[config.mk]
export PLATFORM = sky130hd
export DESIGN_NAME = lmts_frame
export DESIGN_NICKNAME = d
export VERILOG_FILES = /design/src/rtl/lmts_pkg.sv /design/src/rtl/lmts_frame.sv
export SDC_FILE = /design/constraint.sdc
export NUM_CORES = 1
export LEC_CHECK = 0
export ABC_AREA = 1
export BUFFER_PORTS_ARGS = -buffer_cell sky130_fd_sc_hd__clkbuf_2
export CELL_PAD_IN_SITES_DETAIL_PLACEMENT = 1
export CELL_PAD_IN_SITES_GLOBAL_PLACEMENT = 1
export CORE_MARGIN = 3
export CORE_UTILIZATION = 47
export DETAILED_ROUTE_END_ITERATION = 6
export GPL_TIMING_DRIVEN = 0
export PLACE_DENSITY = 0.89
export RECOVER_POWER = 50
export SYNTH_ARGS = -nofsm -noshare
export SYNTH_HDL_FRONTEND = slang
export SYNTH_SLANG_ARGS = --single-unit
[constraint.sdc]
create_clock -name i_clk -period 5.3 [get_ports i_clk]
set_input_delay 0.795 -clock i_clk [delete_from_list [all_inputs] [get_ports i_clk]]
set_output_delay 0.795 -clock i_clk [all_outputs]
set_load 0.01 [all_outputs]
[src/rtl/lmts_pkg.sv]
// Package for the LED matrix text scan controller.
// Holds the command codes, sequencer states, control struct and the 5x7 font ROM.
// Has no dependencies.
`default_nettype none

package lmts_pkg;

    localparam int DEF_ROWS      = 7;
    localparam int DEF_COLUMNS   = 50;
    localparam int DEF_ROW_BYTES = 7;

    localparam int PATTERN_W = 56;
    localparam int SCAN_W    = 3;
    localparam int CMD_W     = 3;

    localparam logic [CMD_W-1:0] CMD_TICK    = 3'd0;
    localparam logic [CMD_W-1:0] CMD_PIXEL   = 3'd1;
    localparam logic [CMD_W-1:0] CMD_GLYPH   = 3'd2;
    localparam logic [CMD_W-1:0] CMD_ALL_OFF = 3'd3;
    localparam logic [CMD_W-1:0] CMD_ALL_ON  = 3'd4;

    localparam logic [2:0] GLYPH_STEPS = 3'd5;
    localparam logic [2:0] PIXEL_STEPS = 3'd1;
    localparam logic [6:0] MASK_GLYPH  = 7'h7F;
    localparam logic [6:0] MASK_PIXEL  = 7'h40;

    typedef enum logic {
        ST_IDLE,
        ST_DRAW
    } t_state;

    typedef struct packed {
        logic              fill_en;
        logic              fill_val;
        logic              col_en;
        logic signed [7:0] col;
        logic signed [3:0] row;
        logic [6:0]        bits;
        logic [6:0]        mask;
        logic              inv;
    } t_frame_ctl;

    // Five font columns, leftmost in bits 39..32; bit 6 of a column is the top row.
    function automatic logic [39:0] f_glyph(input logic [7:0] code);
        logic [39:0] g;
        unique case (code)
            8'd32:  g = 40'h0000000000;
            8'd33:  g = 40'h00007D0000;
            8'd34:  g = 40'h0070007000;
            8'd35:  g = 40'h143E143E14;
            8'd36:  g = 40'h102A7F2A04;
            8'd37:  g = 40'h6264081323;
            8'd38:  g = 40'h3649552205;
            8'd39:  g = 40'h0050600000;
            8'd40:  g = 40'h1C22414100;
            8'd41:  g = 40'h004141221C;
            8'd42:  g = 40'h2A1CFF1C2A;
            8'd43:  g = 40'h08083E0808;
            8'd44:  g = 40'h0005060000;
            8'd45:  g = 40'h0808080808;
            8'd46:  g = 40'h0003030000;
            8'd47:  g = 40'h0204081020;
            8'd48:  g = 40'h3E4549513E;
            8'd49:  g = 40'h11217F0101;
            8'd50:  g = 40'h2143454931;
            8'd51:  g = 40'h4241515966;
            8'd52:  g = 40'h0C1424FF04;
            8'd53:  g = 40'h725151514E;
            8'd54:  g = 40'h3E49494926;
            8'd55:  g = 40'h4344485060;
            8'd56:  g = 40'h3649494936;
            8'd57:  g = 40'h324949493E;
            8'd58:  g = 40'h0036000000;
            8'd59:  g = 40'h0035360000;
            8'd60:  g = 40'h0814224100;
            8'd61:  g = 40'h1414141414;
            8'd62:  g = 40'h0041221408;
            8'd63:  g = 40'h20404D5030;
            8'd64:  g = 40'h3E4955493A;
            8'd65:  g = 40'h1F2444241F;
            8'd66:  g = 40'h7F49494936;
            8'd67:  g = 40'h3E41414120;
            8'd68:  g = 40'h7F4141221C;
            8'd69:  g = 40'h7F49494941;
            8'd70:  g = 40'h7F48484840;
            8'd71:  g = 40'h3E4149492E;
            8'd72:  g = 40'h7F0808087F;
            8'd73:  g = 40'h4141FF4141;
            8'd74:  g = 40'h0641417E40;
            8'd75:  g = 40'h7F08142241;
            8'd76:  g = 40'h7F01010101;
            8'd77:  g = 40'h7F2010207F;
            8'd78:  g = 40'h7F1008047F;
            8'd79:  g = 40'h3E4141413E;
            8'd80:  g = 40'h7F48484830;
            8'd81:  g = 40'h3E4145423D;
            8'd82:  g = 40'h7F48484837;
            8'd83:  g = 40'h3249494926;
            8'd84:  g = 40'h40407F4040;
            8'd85:  g = 40'h7E0101017E;
            8'd86:  g = 40'h7C0201027E;
            8'd87:  g = 40'h7E010E017E;
            8'd88:  g = 40'h6314081463;
            8'd89:  g = 40'h7008070870;
            8'd90:  g = 40'h4345495161;
            8'd91:  g = 40'h007F414100;
            8'd92:  g = 40'h2010080402;
            8'd93:  g = 40'h0041417F00;
            8'd94:  g = 40'h1020402010;
            8'd95:  g = 40'h0101010101;
            8'd96:  g = 40'h0040201000;
            8'd97:  g = 40'h021515150F;
            8'd98:  g = 40'h7F1111110E;
            8'd99:  g = 40'h0E11111102;
            8'd100: g = 40'h0E1111097F;
            8'd101: g = 40'h0E1515150C;
            8'd102: g = 40'h00083F4820;
            8'd103: g = 40'h0C1515151E;
            8'd104: g = 40'h7F0810100F;
            8'd105: g = 40'h00115F0100;
            8'd106: g = 40'h0201012E00;
            8'd107: g = 40'h7F040C1201;
            8'd108: g = 40'h00407F0000;
            8'd109: g = 40'h0F100C100F;
            8'd110: g = 40'h1F0810100F;
            8'd111: g = 40'h0E1111110E;
            8'd112: g = 40'h3F14242418;
            8'd113: g = 40'h182424283F;
            8'd114: g = 40'h1F08101008;
            8'd115: g = 40'h0915151502;
            8'd116: g = 40'h107E110102;
            8'd117: g = 40'h1E0101021F;
            8'd118: g = 40'h1C0201021C;
            8'd119: g = 40'h1E0106011E;
            8'd120: g = 40'h110A040A11;
            8'd121: g = 40'h180505051E;
            8'd122: g = 40'h1113151911;
            8'd123: g = 40'h0008364100;
            8'd124: g = 40'h00007F0000;
            8'd125: g = 40'h0041360800;
            8'd126: g = 40'h0408040204;
            8'd249: g = 40'h1E2151221F;
            8'd232: g = 40'h0E51315102;
            8'd239: g = 40'h4E2949067F;
            8'd236: g = 40'h0E5535550C;
            8'd242: g = 40'h1F4830500F;
            8'd248: g = 40'h1F48305008;
            8'd154: g = 40'h0955355502;
            8'd157: g = 40'h107E115162;
            8'd158: g = 40'h1153355911;
            8'd225: g = 40'h021535550F;
            8'd233: g = 40'h0E1535550C;
            8'd237: g = 40'h00092F4100;
            8'd243: g = 40'h0E1131510E;
            8'd250: g = 40'h1E0121421F;
            default: g = 40'h0000000000;
        endcase
        return g;
    endfunction

endpackage

`default_nettype wire

[src/rtl/lmts_frame.sv]
// Frame buffer of active-low row words with a one-column-per-cycle pixel writer.
// Depends on lmts_pkg for the control struct.
`default_nettype none

module lmts_frame
    import lmts_pkg::*;
#(
    parameter int ROWS      = DEF_ROWS,
    parameter int COLUMNS   = DEF_COLUMNS,
    parameter int ROW_BYTES = DEF_ROW_BYTES
) (
    input  logic                   i_clk,
    input  logic                   i_rst_n,
    input  t_frame_ctl             i_ctl,
    input  logic [SCAN_W-1:0]      i_rd_row,
    output logic [ROW_BYTES*8-1:0] o_rd_word
);

    localparam int WORD_BITS = ROW_BYTES * 8;
    localparam int BIT_W     = $clog2(WORD_BITS);
    localparam int ROW_IDX_W = (ROWS > 1) ? $clog2(ROWS) : 1;

    localparam logic signed [7:0] COL_LIMIT = 8'(COLUMNS);
    localparam logic signed [7:0] TOP_BIT   = 8'(COLUMNS - 1);
    localparam logic signed [7:0] BIT_LIMIT = 8'(WORD_BITS);

    logic [WORD_BITS-1:0] r_frame [ROWS];

    logic signed [7:0] bit_pos;
    logic              col_ok;
    logic [BIT_W-1:0]  bit_idx;
    logic [ROWS-1:0]   row_wen;
    logic [ROWS-1:0]   row_val;

    assign bit_pos = TOP_BIT - i_ctl.col;
    assign col_ok  = !i_ctl.col[7] && (i_ctl.col < COL_LIMIT) && (bit_pos < BIT_LIMIT);
    assign bit_idx = bit_pos[BIT_W-1:0];

    always_comb begin
        logic signed [4:0] yidx;
        for (int r = 0; r < ROWS; r++) begin
            yidx = 5'(6 - r) + {i_ctl.row[3], i_ctl.row};
            row_wen[r] = !yidx[4] && (yidx <= 5'sd6) && i_ctl.mask[yidx[2:0]];
            row_val[r] = !(i_ctl.bits[yidx[2:0]] ^ i_ctl.inv);
        end
    end

    always_ff @(posedge i_clk) begin
        if (!i_rst_n) begin
            for (int r = 0; r < ROWS; r++) begin
                r_frame[r] <= '0;
            end
        end else if (i_ctl.fill_en) begin
            for (int r = 0; r < ROWS; r++) begin
                r_frame[r] <= {WORD_BITS{i_ctl.fill_val}};
            end
        end else if (i_ctl.col_en && col_ok) begin
            for (int r = 0; r < ROWS; r++) begin
                if (row_wen[r]) begin
                    r_frame[r][bit_idx] <= row_val[r];
                end
            end
        end
    end

    assign o_rd_word = r_frame[i_rd_row[ROW_IDX_W-1:0]];

endmodule

`default_nettype wire

==> impl_metrics.csv <==
group,metric,value,unit
power,leakage,11.46,nW
synthesis,synth.cell_area,25470,um^2
floorplan,design.core.area,53080,um^2
worst_setup_path,start_kind,"input port",
worst_setup_path,worstPathCellList,"buf_4, inv_1, nand2_2, nand2_1, nand4_1, nor2_2, nand4_1, nand2_1, nor2_1, nand3_1, nor2_1, nand3_1, nor2_1, nand2_2, buf_4, buf_4, nand2_1, nand2_4, buf_12",
clock_tree,cts_hold_buf,0,
floorplan,die_w,238.8,um
run_status,violations,"capacitance limit, slew limit, setup timing",
worst_setup_path,worstPathMaxFanout,40,
clock_tree,cts_tree,"done",
clock_tree,cts.clk_slew.worst_paths,60,ps
place,post_dp_cell_area,26840,um^2
synthesis,ys_warn_count,0,
detailed_routing,remaining_drc_errors,0,
worst_setup_path,startpoint,"i_ctl[20]",
clock_tree,clockRootBuffer,"clkbuf_16",
place,dp_hpwl,104.6,mm
floorplan,die_area,57030,um^2
sta,postLayoutSetupSlackWorst,-51.99,ps
sta,fmax,186.8,MHz
worst_setup_path,worst-setup-path-type,"in2reg",
hold_path,hp-class,"in2reg",
detailed_routing,viasPerCell,6.547,
sta,slew_violations,36,
floorplan,core.rowCount,84,
sta,worst_pin_slew,1871,ps
hold_path,min_from,"i_ctl[28]",
synthesis,synth-seq-cells,392,
global_route,grt.total_usage,0.4920,
floorplan,start_util,0.4799,
job,drv_cap,5,
worst_setup_path,cp-end-kind,"flop",
synthesis,synthDistinctLibCells,40,
cells_and_area,largest_reg_flops,392,
global_route,grt_max_degree,41,
detailed_routing,ant_nets,0,
cells_and_area,synthToLayoutAreaGrowth,11.00,%
power,pwr_density_cell,306.6,nW/um^2
global_route,antenna_found_initial,7,
worst_setup_path,slowest_delay,890,ps
floorplan,die_h,238.8,um
synthesis,postSynthAreaPerCell,7.204,um^2
sta,fin_crit_sh,1.010,
clock_tree,h-tree-depth,2,
cells_and_area,design_area,28270,um^2
detailed_routing,routed_wl,141.9,mm
clock_tree,clock_path_buffers,3,
clock_tree,cts_sinks,392,
detailed_routing,routedWlPerCell,32.26,um
sta,final_hold_viol_count,0,
power,ir_worst_vdd,228.3,uV
cells_and_area,top_regs,"r_frame (392)",
detailed_routing,vias,28800,
detailed_routing,drtPass1Iterations,6,
place,portBuffers,82,
worst_setup_path,arrival,5760,ps
global_route,grt_pass1_vias,28339,
cells_and_area,final_nets,3724,
synthesis,synth_nets,3585,
detailed_routing,first_iter_violations,4220,
sta,tns,-1097,ps
sta,fin_crit,5352,ps
floorplan,ioPinCount,91,
global_route,grt_remaining_overflow,0,
sta,slew_headroom,-0.2516,
power,total_power,0.008668,W
cells_and_area,drive_gt1_frac,0.07262,
hold_path,hold-path-cell-count,3,
worst_setup_path,cp_slowest_cell,"nor2_2",
cells_and_area,fill_cells,6878,
synthesis,seq_area_frac_synth,0.4621,
sta,rsz0062_at_grt,"false",
global_route,grt_pass1_wl,198.3,mm
run_status,status,"complete, but fails checks",
synthesis,synthCells,3536,
sta,final-setup-viol-count,33,
place,gp_congestion,1.070,
cells_and_area,largest-register,"r_frame",
clock_tree,cts_buffers,45,
worst_setup_path,critical_path_required,5710,ps
place,place_ws,-969.0,ps
kinds of logic (layout without fill, tap and decap cells):
| logic type | after synthesis | after routing | share of synthesized area |
|---|---|---|---|
| adders and majority gates | 14 | 14 | 0.006877 |
| muxes | 5 | 5 | 0.001965 |
| xor gates and xnor gates | 10 | 10 | 0.003733 |
| buffers and inverters | 561 | 729 | 0.08841 |
| AOI/OAI and AO/OA | 704 | 704 | 0.1452 |
| and+or+nand+nor | 1850 | 1850 | 0.2917 |
| other | 0 | 7 | 0 |
| DFF | 392 | 392 | 0.4621 |
critical path, delay by kind of cell:
kind,cells,cell delay [ps]
buffers and inverters,5,1170
AND/OR/NAND/NOR,14,3700
cell usage in the layout (no fill, tap or decap), drive strengths merged, types with 2 or more instances in the layout:
cell type  count
nand2       1100
nor2         511
o21ai        482
edfxtp       392
clkbuf       343
inv          284
nand3        215
a21oi        125
buf           75
o22ai         56
o21a          32
clkinv        19
nand4         15
ha            14
xor2           8
diode          7
nor3           6
mux2i          5
clkinvlp       4
bufinv         4
a311oi         2
and3           2
a211oi         2
xnor2          2
synthesized netlist by cell type (all sizes together):
cell     count  share of area
inv        285          0.042
a311oi       2        0.00069
a22oi        1        0.00029
o2111ai      1        0.00034
nand4       15         0.0049
clkinv       4        0.00059
xor2         8         0.0028
a211oi       2        0.00059
nor2       511          0.079
nand3      215          0.043
nand2     1100           0.16
edfxtp     392           0.46
and3         2        0.00049
o21ai      482          0.095
mux2i        5         0.0020
nor3b        1        0.00029
a21oi      125          0.025
o31ai        1        0.00029
o21a        32         0.0094
buf         71          0.016
o211ai       1        0.00029
ha          14         0.0069
nor3         6         0.0012
clkbuf     201          0.030
o22ai       56          0.014
xnor2        2        0.00098
a31oi        1        0.00025
report_power, final:
part           switching (W)  internal (W)
registers           0.000115       0.00379
clock network        0.00141       0.00177
logic                0.00121      0.000368
per-stage QoR:
stage / cells / util / hold WS, ps
finish: 4399 / 0.5327 / 818.0
global route: 4392 / 0.5324 / 867.4
floorplan: 3536 / - / 1065
global placement: 4306 / 0.5039 / 1323
detailed placement: 4310 / 0.5057 / 1367
CTS: 4385 / 0.5323 / 785.2
final cells by class:
class                   count  area [um^2]  area share
clock buffers              54         1181     0.04177
flip-flops and latches    392        11770      0.4163
clock inverters            22        220.2    0.007788
diodes                      7        17.52   0.0006195
inverters                 289         1090     0.03854
repair buffers             93        484.2     0.01713
plain buffers             271         1172     0.04146
multi-input cells        2583        11480      0.4059
well taps                 688        860.8     0.03045
final timing paths:
path                             end  slack, ps
worst max-delay path  r_frame[4][27]        -50
worst min-delay path  r_frame[5][50]        820
layer usage:
metal,track usage,up-vias,wire [um]
li1,-,11880,-
met1,0.5990,14057,50080
met2,0.7261,2253,59630
met3,0.1500,604,18680
met4,0.3900,6,13480
met5,0,-,46
repair_timing:
item | 4_1_cts | 5_1_grt
gates cloned | 0 | 0
gates resized for setup | 5 | 9
pin swaps | 0 | 1
setup buffers | 0 | 6
hold endpoints to repair | 0 | 0
setup endpoints to repair | 57 | 42
No activity file was read; power rests on OpenSTA's default activity.
